[config.mk]
export PLATFORM = sky130hd
export DESIGN_NAME = hex_ucs2_to_utf8_text_filter
export DESIGN_NICKNAME = d
export VERILOG_FILES = /design/src/rtl/core/hutf_pkg.sv /design/src/rtl/core/hutf_front.sv /design/src/rtl/core/hutf_queue.sv /design/src/rtl/core/hutf_back.sv /design/src/rtl/core/hex_ucs2_to_utf8_text_filter.sv
export SDC_FILE = /design/constraint.sdc
export NUM_CORES = 1
export LEC_CHECK = 0
export BUFFER_PORTS_ARGS = -buffer_cell sky130_fd_sc_hd__clkbuf_2
export CAP_MARGIN = 20
export CELL_PAD_IN_SITES_DETAIL_PLACEMENT = 1
export CELL_PAD_IN_SITES_GLOBAL_PLACEMENT = 1
export CORE_MARGIN = 5
export CORE_UTILIZATION = 35
export CTS_BUF_LIST = sky130_fd_sc_hd__clkbuf_4 sky130_fd_sc_hd__clkbuf_8
export CTS_CLUSTER_SIZE = 40
export DETAILED_ROUTE_END_ITERATION = 6
export GPL_ROUTABILITY_DRIVEN = 0
export HOLD_SLACK_MARGIN = 0.06
export PLACE_DENSITY_LB_ADDON = 0.2
export SLEW_MARGIN = 25
export SYNTH_ARGS = -nofsm -noshare
export SYNTH_HDL_FRONTEND = slang
export SYNTH_SLANG_ARGS = --single-unit
[constraint.sdc]
create_clock -name clk -period 15.75 [get_ports clk]
set_input_delay 0.7875 -clock clk [delete_from_list [all_inputs] [get_ports clk]]
set_output_delay 0.7875 -clock clk [all_outputs]
set_load 0.005 [all_outputs]
[src/rtl/core/hutf_pkg.sv]
package hutf_pkg;

  localparam logic [1:0] LANG_ENGLISH  = 2'd1;
  localparam logic [1:0] LANG_MANDARIN = 2'd2;

  localparam logic [1:0] KIND_DATA  = 2'd0;
  localparam logic [1:0] KIND_TERM  = 2'd1;
  localparam logic [1:0] KIND_ABORT = 2'd2;

  localparam int CFG_IDX_W  = 2;
  localparam int CFG_DATA_W = 2;
  localparam logic [CFG_IDX_W-1:0] REG_LANGUAGE_MODE    = 2'd0;
  localparam logic [CFG_IDX_W-1:0] REG_HEX_UNICODE_MODE = 2'd1;

  localparam logic [15:0] CJK_FIRST   = 16'h4E00;
  localparam logic [7:0]  ASCII_0     = 8'h30;
  localparam logic [7:0]  ASCII_9     = 8'h39;
  localparam logic [7:0]  ASCII_UA    = 8'h41;
  localparam logic [7:0]  ASCII_UZ    = 8'h5A;
  localparam logic [7:0]  ASCII_LA    = 8'h61;
  localparam logic [7:0]  ASCII_LZ    = 8'h7A;
  localparam logic [7:0]  ALPHA_BIAS  = 8'h37;
  localparam logic [7:0]  UTF8_LEAD3  = 8'hE0;
  localparam logic [7:0]  UTF8_CONT   = 8'h80;

  localparam int MAX_RES   = 4;
  localparam int RES_IDX_W = 2;
  localparam int RES_CNT_W = 3;
  localparam int QDEPTH    = 4;

  typedef struct packed {
    logic [7:0] in_char;
    logic       end_of_name;
  } in_word_t;

  typedef struct packed {
    logic [7:0] out_byte;
    logic [1:0] out_kind;
    logic       last_of_run;
  } out_word_t;

  typedef struct packed {
    logic [RES_CNT_W-1:0]      count;
    logic [MAX_RES-1:0][7:0]   data_b;
    logic [MAX_RES-1:0][1:0]   kind_b;
  } cmd_t;

endpackage

[src/rtl/core/hutf_front.sv]
module hutf_front #(
  parameter int TEXT_BYTES = 50
) (
  input  logic               clk,
  input  logic               rst_n,
  input  logic               in_valid,
  output logic               in_stall,
  input  hutf_pkg::in_word_t in_word,
  input  logic [1:0]         language_mode,
  input  logic               hex_unicode_mode,
  input  logic               q_full,
  output logic               q_push,
  output hutf_pkg::cmd_t     q_cmd
);

  localparam int CNT_W = $clog2(TEXT_BYTES);
  localparam logic [CNT_W-1:0] CAP = CNT_W'(TEXT_BYTES - 1);

  logic [15:0]      acc_r, acc_nxt;
  logic [1:0]       pos_r, pos_nxt;
  logic             abort_r, abort_nxt;
  logic [CNT_W-1:0] cnt_r, cnt_nxt;

  logic             accept;
  logic [5:0]       dval;
  logic [15:0]      acc_or;
  logic [2:0][7:0]  wb;
  logic [1:0]       wn;
  logic             ab;
  logic [CNT_W-1:0] avail;
  logic [1:0]       m;
  logic             term;
  logic             last;
  logic [7:0]       c;

  assign in_stall = q_full;
  assign accept   = in_valid && !q_full;
  assign c        = in_word.in_char;
  assign last     = in_word.end_of_name;

  always_comb begin
    if (c >= hutf_pkg::ASCII_0 && c <= hutf_pkg::ASCII_9) begin
      dval = 6'(c - hutf_pkg::ASCII_0);
    end else if (c >= hutf_pkg::ASCII_UA && c <= hutf_pkg::ASCII_UZ) begin
      dval = 6'(c - hutf_pkg::ALPHA_BIAS);
    end else begin
      dval = 6'd0;
    end
    acc_or = acc_r | ({10'b0, dval} << {~pos_r, 2'b00});
  end

  always_comb begin
    acc_nxt   = acc_r;
    pos_nxt   = pos_r;
    abort_nxt = abort_r;
    wb        = '0;
    wn        = 2'd0;
    ab        = 1'b0;
    if (!abort_r) begin
      if (hex_unicode_mode) begin
        if (pos_r == 2'd3) begin
          acc_nxt = '0;
          pos_nxt = 2'd0;
          if (acc_or >= hutf_pkg::CJK_FIRST) begin
            if (language_mode == hutf_pkg::LANG_ENGLISH) begin
              ab = 1'b1;
            end else begin
              wn    = 2'd3;
              wb[0] = hutf_pkg::UTF8_LEAD3 | {4'b0, acc_or[15:12]};
              wb[1] = hutf_pkg::UTF8_CONT | {2'b0, acc_or[11:6]};
              wb[2] = hutf_pkg::UTF8_CONT | {2'b0, acc_or[5:0]};
            end
          end else if ((acc_or >= {8'h00, hutf_pkg::ASCII_UA} &&
                        acc_or <= {8'h00, hutf_pkg::ASCII_UZ}) ||
                       (acc_or >= {8'h00, hutf_pkg::ASCII_LA} &&
                        acc_or <= {8'h00, hutf_pkg::ASCII_LZ})) begin
            if (language_mode == hutf_pkg::LANG_MANDARIN) begin
              ab = 1'b1;
            end else begin
              wn    = 2'd1;
              wb[0] = acc_or[7:0];
            end
          end
        end else begin
          acc_nxt = acc_or;
          pos_nxt = pos_r + 2'd1;
        end
      end else begin
        wn    = 2'd1;
        wb[0] = c;
      end
      abort_nxt = ab;
    end
    avail = CAP - cnt_r;
    m     = (CNT_W'(wn) > avail) ? 2'(avail) : wn;
    term  = last && !abort_r && !ab;
    cnt_nxt = cnt_r + CNT_W'(m);
    if (last) begin
      acc_nxt   = '0;
      pos_nxt   = 2'd0;
      abort_nxt = 1'b0;
      cnt_nxt   = '0;
    end
  end

  always_comb begin
    q_cmd = '0;
    if (ab) begin
      q_cmd.count     = 3'd1;
      q_cmd.kind_b[0] = hutf_pkg::KIND_ABORT;
    end else begin
      q_cmd.count = {1'b0, m} + {2'b0, term};
      for (int i = 0; i < hutf_pkg::MAX_RES; i++) begin
        if (i < int'(m)) begin
          q_cmd.kind_b[i] = hutf_pkg::KIND_DATA;
          if (i < 3) begin
            q_cmd.data_b[i] = wb[i];
          end
        end else if (i == int'(m)) begin
          q_cmd.kind_b[i] = hutf_pkg::KIND_TERM;
        end
      end
    end
  end

  assign q_push = accept && (q_cmd.count != '0);

  always_ff @(posedge clk) begin
    if (!rst_n) begin
      acc_r   <= '0;
      pos_r   <= '0;
      abort_r <= 1'b0;
      cnt_r   <= '0;
    end else if (accept) begin
      acc_r   <= acc_nxt;
      pos_r   <= pos_nxt;
      abort_r <= abort_nxt;
      cnt_r   <= cnt_nxt;
    end
  end

  a_cnt_cap: assert property (@(posedge clk) disable iff (!rst_n) cnt_r <= CAP)
    else $error("byte count past cap");

  a_abort_quiet: assert property (@(posedge clk) disable iff (!rst_n)
    accept && abort_r |-> !q_push)
    else $error("word pushed for aborted name");

  a_abort_clean: assert property (@(posedge clk) disable iff (!rst_n)
    abort_r |-> acc_r == '0 && pos_r == 2'd0)
    else $error("hex group left over after abort");

endmodule

[src/rtl/core/hutf_queue.sv]
module hutf_queue (
  input  logic           clk,
  input  logic           rst_n,
  input  logic           push,
  input  hutf_pkg::cmd_t push_cmd,
  input  logic           pop,
  output logic           full,
  output logic           empty,
  output hutf_pkg::cmd_t head
);

  localparam int PTR_W = $clog2(hutf_pkg::QDEPTH);
  localparam int CNT_W = PTR_W + 1;

  hutf_pkg::cmd_t   mem_r [hutf_pkg::QDEPTH];
  logic [PTR_W-1:0] wr_r, wr_nxt;
  logic [PTR_W-1:0] rd_r, rd_nxt;
  logic [CNT_W-1:0] cnt_r, cnt_nxt;

  assign full  = (cnt_r == CNT_W'(hutf_pkg::QDEPTH));
  assign empty = (cnt_r == '0);
  assign head  = mem_r[rd_r];

  always_comb begin
    wr_nxt  = push ? wr_r + 1'b1 : wr_r;
    rd_nxt  = pop ? rd_r + 1'b1 : rd_r;
    cnt_nxt = cnt_r + CNT_W'(push) - CNT_W'(pop);
  end

  always_ff @(posedge clk) begin
    if (push) begin
      mem_r[wr_r] <= push_cmd;
    end
  end

  always_ff @(posedge clk) begin
    if (!rst_n) begin
      wr_r  <= '0;
      rd_r  <= '0;
      cnt_r <= '0;
    end else begin
      wr_r  <= wr_nxt;
      rd_r  <= rd_nxt;
      cnt_r <= cnt_nxt;
    end
  end

  a_no_overflow: assert property (@(posedge clk) disable iff (!rst_n) !(push && full))
    else $error("push into full queue");

  a_no_underflow: assert property (@(posedge clk) disable iff (!rst_n) !(pop && empty))
    else $error("pop from empty queue");

endmodule

[src/rtl/core/hutf_back.sv]
module hutf_back (
  input  logic                clk,
  input  logic                rst_n,
  input  logic                q_empty,
  input  hutf_pkg::cmd_t      q_head,
  output logic                q_pop,
  output logic                out_valid,
  input  logic                out_stall,
  output hutf_pkg::out_word_t out_word
);

  logic [hutf_pkg::RES_IDX_W-1:0] idx_r, idx_nxt;
  logic                           valid_r, valid_nxt;
  hutf_pkg::out_word_t            word_r, word_nxt;
  logic                           load;
  logic                           at_last;

  assign load    = !valid_r || !out_stall;
  assign at_last = ({1'b0, idx_r} == q_head.count - 3'd1);

  always_comb begin
    idx_nxt   = idx_r;
    valid_nxt = valid_r;
    word_nxt  = word_r;
    q_pop     = 1'b0;
    if (load) begin
      valid_nxt = !q_empty;
      if (!q_empty) begin
        word_nxt.out_byte    = q_head.data_b[idx_r];
        word_nxt.out_kind    = q_head.kind_b[idx_r];
        word_nxt.last_of_run = at_last;
        q_pop                = at_last;
        idx_nxt              = at_last ? '0 : idx_r + 1'b1;
      end
    end
  end

  always_ff @(posedge clk) begin
    word_r <= word_nxt;
  end

  always_ff @(posedge clk) begin
    if (!rst_n) begin
      idx_r   <= '0;
      valid_r <= 1'b0;
    end else begin
      idx_r   <= idx_nxt;
      valid_r <= valid_nxt;
    end
  end

  assign out_valid = valid_r;
  assign out_word  = word_r;

  a_idx_in_run: assert property (@(posedge clk) disable iff (!rst_n)
    !q_empty |-> {1'b0, idx_r} < q_head.count)
    else $error("result index past run length");

endmodule

[src/rtl/core/hex_ucs2_to_utf8_text_filter.sv]
// Caller-name text filter: in hex mode four upper-case hex characters form one
// 16-bit code unit, sent on as three UTF-8 bytes (unit 0x4E00 and up) or one
// ASCII letter byte, other units dropped; a language mismatch gives a single
// abort word and silences the rest of the name. Pass-through mode copies bytes.
// A terminator word follows the last byte of a name unless it was aborted, and
// at most TEXT_BYTES-1 data bytes leave per name. The front stage takes one
// input word per clock while the queue is not full; results wait in a 4-entry
// queue and the back stage sends one result word per clock unless out_stall
// is high, and in_stall rises only when the queue is full. Each result passes
// through the queue and the back output register. cfg_ready is always high;
// write configuration only while the block is idle.
module hex_ucs2_to_utf8_text_filter #(
  parameter int TEXT_BYTES = 50
) (
  input  logic                                clk,
  input  logic                                rst_n,
  input  logic                                in_valid,
  output logic                                in_stall,
  input  hutf_pkg::in_word_t                  in_word,
  output logic                                out_valid,
  input  logic                                out_stall,
  output hutf_pkg::out_word_t                 out_word,
  input  logic                                cfg_valid,
  output logic                                cfg_ready,
  input  logic [hutf_pkg::CFG_IDX_W-1:0]      cfg_index,
  input  logic [hutf_pkg::CFG_DATA_W-1:0]     cfg_data
);

  logic [1:0]     lang_r;
  logic           hexm_r;
  logic           q_full;
  logic           q_empty;
  logic           q_push;
  logic           q_pop;
  hutf_pkg::cmd_t q_cmd;
  hutf_pkg::cmd_t q_head;

  assign cfg_ready = 1'b1;

  always_ff @(posedge clk) begin
    if (!rst_n) begin
      lang_r <= 2'd0;
      hexm_r <= 1'b0;
    end else if (cfg_valid && cfg_ready) begin
      case (cfg_index)
        hutf_pkg::REG_LANGUAGE_MODE: begin
          lang_r <= cfg_data[1:0];
        end
        hutf_pkg::REG_HEX_UNICODE_MODE: begin
          hexm_r <= cfg_data[0];
        end
        default: begin
        end
      endcase
    end
  end

  hutf_front #(
    .TEXT_BYTES(TEXT_BYTES)
  ) u_front (
    .clk              (clk),
    .rst_n            (rst_n),
    .in_valid         (in_valid),
    .in_stall         (in_stall),
    .in_word          (in_word),
    .language_mode    (lang_r),
    .hex_unicode_mode (hexm_r),
    .q_full           (q_full),
    .q_push           (q_push),
    .q_cmd            (q_cmd)
  );

  hutf_queue u_queue (
    .clk      (clk),
    .rst_n    (rst_n),
    .push     (q_push),
    .push_cmd (q_cmd),
    .pop      (q_pop),
    .full     (q_full),
    .empty    (q_empty),
    .head     (q_head)
  );

  hutf_back u_back (
    .clk       (clk),
    .rst_n     (rst_n),
    .q_empty   (q_empty),
    .q_head    (q_head),
    .q_pop     (q_pop),
    .out_valid (out_valid),
    .out_stall (out_stall),
    .out_word  (out_word)
  );

endmodule
==> results.toml <==
[outcome]
run_status = "finished, final reports clean"

[sta]
fin_setup_tns_ps = 0
slew_viol_final = 0
max_clock_freq_ghz = 0.136
finalHoldViolCount = 0
hold_ws_ps = 489
unrepaired_setup_endpoints_after_global_routing = "false"
layout_min_cycle_time_ps = 7360
finalSetupViolations = 0
worstMarginPinSlew_ps = 964
timing.max_slew.rel_slack_pct = 35.2
clock-skew-final_ps = 16.0
layout_worst_path_cycle_share_pct = 46.7

[cells_and_area]
final_layout_size_suffix_gt1_share_pct = 22.4
most-common-layout-cells = "sky130_fd_sc_hd__edfxtp_1, sky130_fd_sc_hd__dfxtp_1, sky130_fd_sc_hd__inv_1, sky130_fd_sc_hd__nor2_1"
finalNetCount = 694
num_antenna_cells = 0
n_fill_cell = 2503
final_common_cell = "sky130_fd_sc_hd__edfxtp_1"
final_core_utilization_pct = 39.4
syn_to_final_growth_pct = 10.8
final_cell_area_um2 = 9280

[place]
port-buffer-count = 30
detailedPlacementHpwl_um = 14100
detailed_place.area_um2 = 8880

[clock_tree]
tritoncts_clock_tree = "built"
maximum_buffer_depth_of_the_clock_tree = 2
clock_sink_count = 171
cts_hold_buf = 0
cts_inserted_buffers = 17
clk_pin_slew_worst_paths_ps = 100
h-tree-depth = 4
post_cts_resize_count = 0
postCtsSetupRepairBufs = 0
clk_latency_ps = 460
cts-root-buf = "sky130_fd_sc_hd__clkbuf_8"

[worst_setup_path]
required_ps = 16100
data_arrival_at_the_endpoint_of_the_critical_path_ps = 7710
regToRegEndpoint = "u_queue.cnt_r[2]"
worstReg2RegStart = "u_front.pos_r[1]"
critical_path.top_delay_family = "compound AO/OA/AOI/OAI gates"
reg2reg_slack_ps = 9060
slowest_stage = "sky130_fd_sc_hd__a2111oi_2"
worstPathMaxFanout = 12
startpoint_type = "input port"
timing.critical_path.buf_inv = 3
rr_worst_depth = 23
worst_setup_path_end_kind = "register"
worst-setup-path-type = "input port to register"
critPathMaxStageDelay_ps = 710
cpMostUsedCell = "sky130_fd_sc_hd__ha_1"

[grt]
number_of_antenna_violations_at_the_first_check_in_global_routing = 0
remaining_global_route_overflow = 0
pin_count_of_the_biggest_net_entering_global_routing = 35
wire_length_of_the_first_global_routing_pass_um = 31600
grt_use_total_pct = 15.3
via_count_of_the_first_global_routing_pass = 5526

[synth]
ys_seq_area_share_pct = 56.5
synth-edff-count = 131
syn_avg_cell_area_um2 = 13.5
netlist_instances = 620
synth_warnings = 0
synth_top_flop_cell = "sky130_fd_sc_hd__edfxtp_1"
asyncSetResetFlopFracSynth_pct = 0
synth_area_um2 = 8380
synth_cell_type_count = 90
ys_ff_latch = 171
syn_nets = 663

[worst_hold_path]
min_to = "u_front.acc_r[9]"
timing.hold.worst_path_depth = 2
hold_class = "register to register"
worst_hold_startpoint = "u_front.acc_r[9]"

[drt]
drt_first_pass_iters = 4
avgRoutedWirePerCell_um = 20.4
num_vias = 5196
routed_wirelength_um = 20100
post-route-drc-count = 0
drt_iter0_markers = 276
via_density_per_instance = 5.29
drtAntennaViolNets = 0

[pwr]
peakVddDrop_mv = 0.0483
total_power_uw = 1100
leakage_uw = 0.00314
cellPowerDensity_nw_per_um2 = 118

[floorplan]
io-pin-count = 32
die-width_um = 165
floorplan.initialDensity_pct = 35.6
dieArea_um2 = 27100
floorplan.die.height_um = 165
rows = 56
core_region_area_um2 = 23500

[run]
maxCapViolCount = 0
cell type report:
| type | instances | area (um^2) | share of cell area, % |
|---|---|---|---|
| Sequential cell | 171 | 4740 | 51.0 |
| Multi-Input combinational cell | 386 | 3390 | 36.5 |
| Tap cell | 319 | 399 | 4.30 |
| Clock buffer | 18 | 241 | 2.60 |
| Timing Repair Buffer | 39 | 218 | 2.35 |
| Clock inverter | 14 | 163 | 1.75 |
| Inverter | 36 | 135 | 1.46 |
worst reg2reg max path: cells and delay by family, from the launching register on:
family | cells | cell delay, ps
compound gates | 8 | 2180
xor+xnor | 1 | 130
fa+ha+maj | 5 | 1360
buf+inv | 1 | 80
flops | 1 | 600
simple gates | 8 | 2230
flip-flops by register name, indices dropped and copies added, names as in the netlist, 3 cells and up, named ones only:
register and flops:
u_queue.mem_r 120, u_back.out_word 11, u_front.acc_r 16, u_queue.cnt_r 3, u_front.cnt_r 6
metrics by stage:
step / setup slack, ps / std cells
floorplan: 8260 / 620
global placement: 7830 / 951
detailed placement: 7920 / 951
CTS: 8410 / 983
global route: 7940 / 983
finish: 8390 / 983
synth_stat cells, types with 3 or more instances:
library cell / number / area, um^2
sky130_fd_sc_hd__o211ai_1: 3 / 22.5
sky130_fd_sc_hd__mux2i_1: 14 / 140
sky130_fd_sc_hd__nand2_1: 31 / 116
sky130_fd_sc_hd__o22ai_1: 8 / 50.1
sky130_fd_sc_hd__nand2b_1: 9 / 56.3
sky130_fd_sc_hd__o21ai_0: 4 / 20.0
sky130_fd_sc_hd__o21ai_1: 3 / 15.0
sky130_fd_sc_hd__nor3b_2: 3 / 37.5
sky130_fd_sc_hd__buf_1: 7 / 26.3
sky130_fd_sc_hd__nor3_2: 13 / 130
sky130_fd_sc_hd__nor4_1: 3 / 18.8
sky130_fd_sc_hd__edfxtp_1: 131 / 3930
sky130_fd_sc_hd__or3_1: 3 / 18.8
sky130_fd_sc_hd__dfxtp_1: 40 / 801
sky130_fd_sc_hd__mux4_2: 31 / 698
sky130_fd_sc_hd__clkbuf_1: 14 / 52.6
sky130_fd_sc_hd__inv_1: 35 / 131
sky130_fd_sc_hd__a31oi_1: 8 / 50.1
sky130_fd_sc_hd__nor2b_1: 15 / 93.8
sky130_fd_sc_hd__and2_1: 17 / 106
sky130_fd_sc_hd__xnor2_1: 6 / 52.6
sky130_fd_sc_hd__nor3_1: 11 / 55.1
sky130_fd_sc_hd__o31ai_1: 3 / 22.5
sky130_fd_sc_hd__a21oi_1: 28 / 140
sky130_fd_sc_hd__xor2_1: 7 / 61.3
sky130_fd_sc_hd__a21o_1: 4 / 30.0
sky130_fd_sc_hd__nor2_1: 35 / 131
sky130_fd_sc_hd__nand3_1: 6 / 30.0
sky130_fd_sc_hd__ha_1: 23 / 288
sky130_fd_sc_hd__a211oi_1: 7 / 52.6
sky130_fd_sc_hd__a32oi_1: 5 / 43.8
sky130_fd_sc_hd__a21boi_0: 4 / 30.0
sky130_fd_sc_hd__nor3b_1: 13 / 97.6
metal layers:
layer / vias to the layer above / track usage [%] / wire length (um)
met4: 0 / 3.97 / 190
met1: 2660 / 20.9 / 9460
met2: 86 / 25.1 / 9800
li1: 2432 / - / -
met3: 18 / 3.14 / 646
met5: - / 0 / 0
cells by family after synthesis:
family | Yosys count | share of synthesized area (%)
and+or+nand+nor | 180 | 13.3
DFF | 171 | 56.5
muxes | 45 | 10.0
adders and majority gates | 25 | 3.91
other | 1 | 0.0447
AOI/OAI and AO/OA | 122 | 11.8
buffers and inverters | 63 | 3.12
xor gates and xnor gates | 13 | 1.36
report_power, final:
part	internal, uW	leakage (uW)	total, uW	switching, uW
clock	147	0.000203	314	168
combinational	100	0.00140	219	119
sequential	539	0.00154	564	25.3
worst max-delay path by stage:
stage               cells past startpoint  slack (ps)             endpoint        from
global placement                       25        7830     u_queue.cnt_r[2]  in_word[6]
global route                           25        7940     u_queue.cnt_r[2]  in_word[6]
finish                                 26        8390     u_queue.cnt_r[2]  in_word[1]
floorplan                              23        8260  u_queue.mem_r[0][0]  in_word[1]
detailed placement                     26        7920     u_queue.cnt_r[2]  in_word[1]
CTS                                    26        8410     u_queue.cnt_r[2]  in_word[1]
Power figures use the tool's default switching activity.
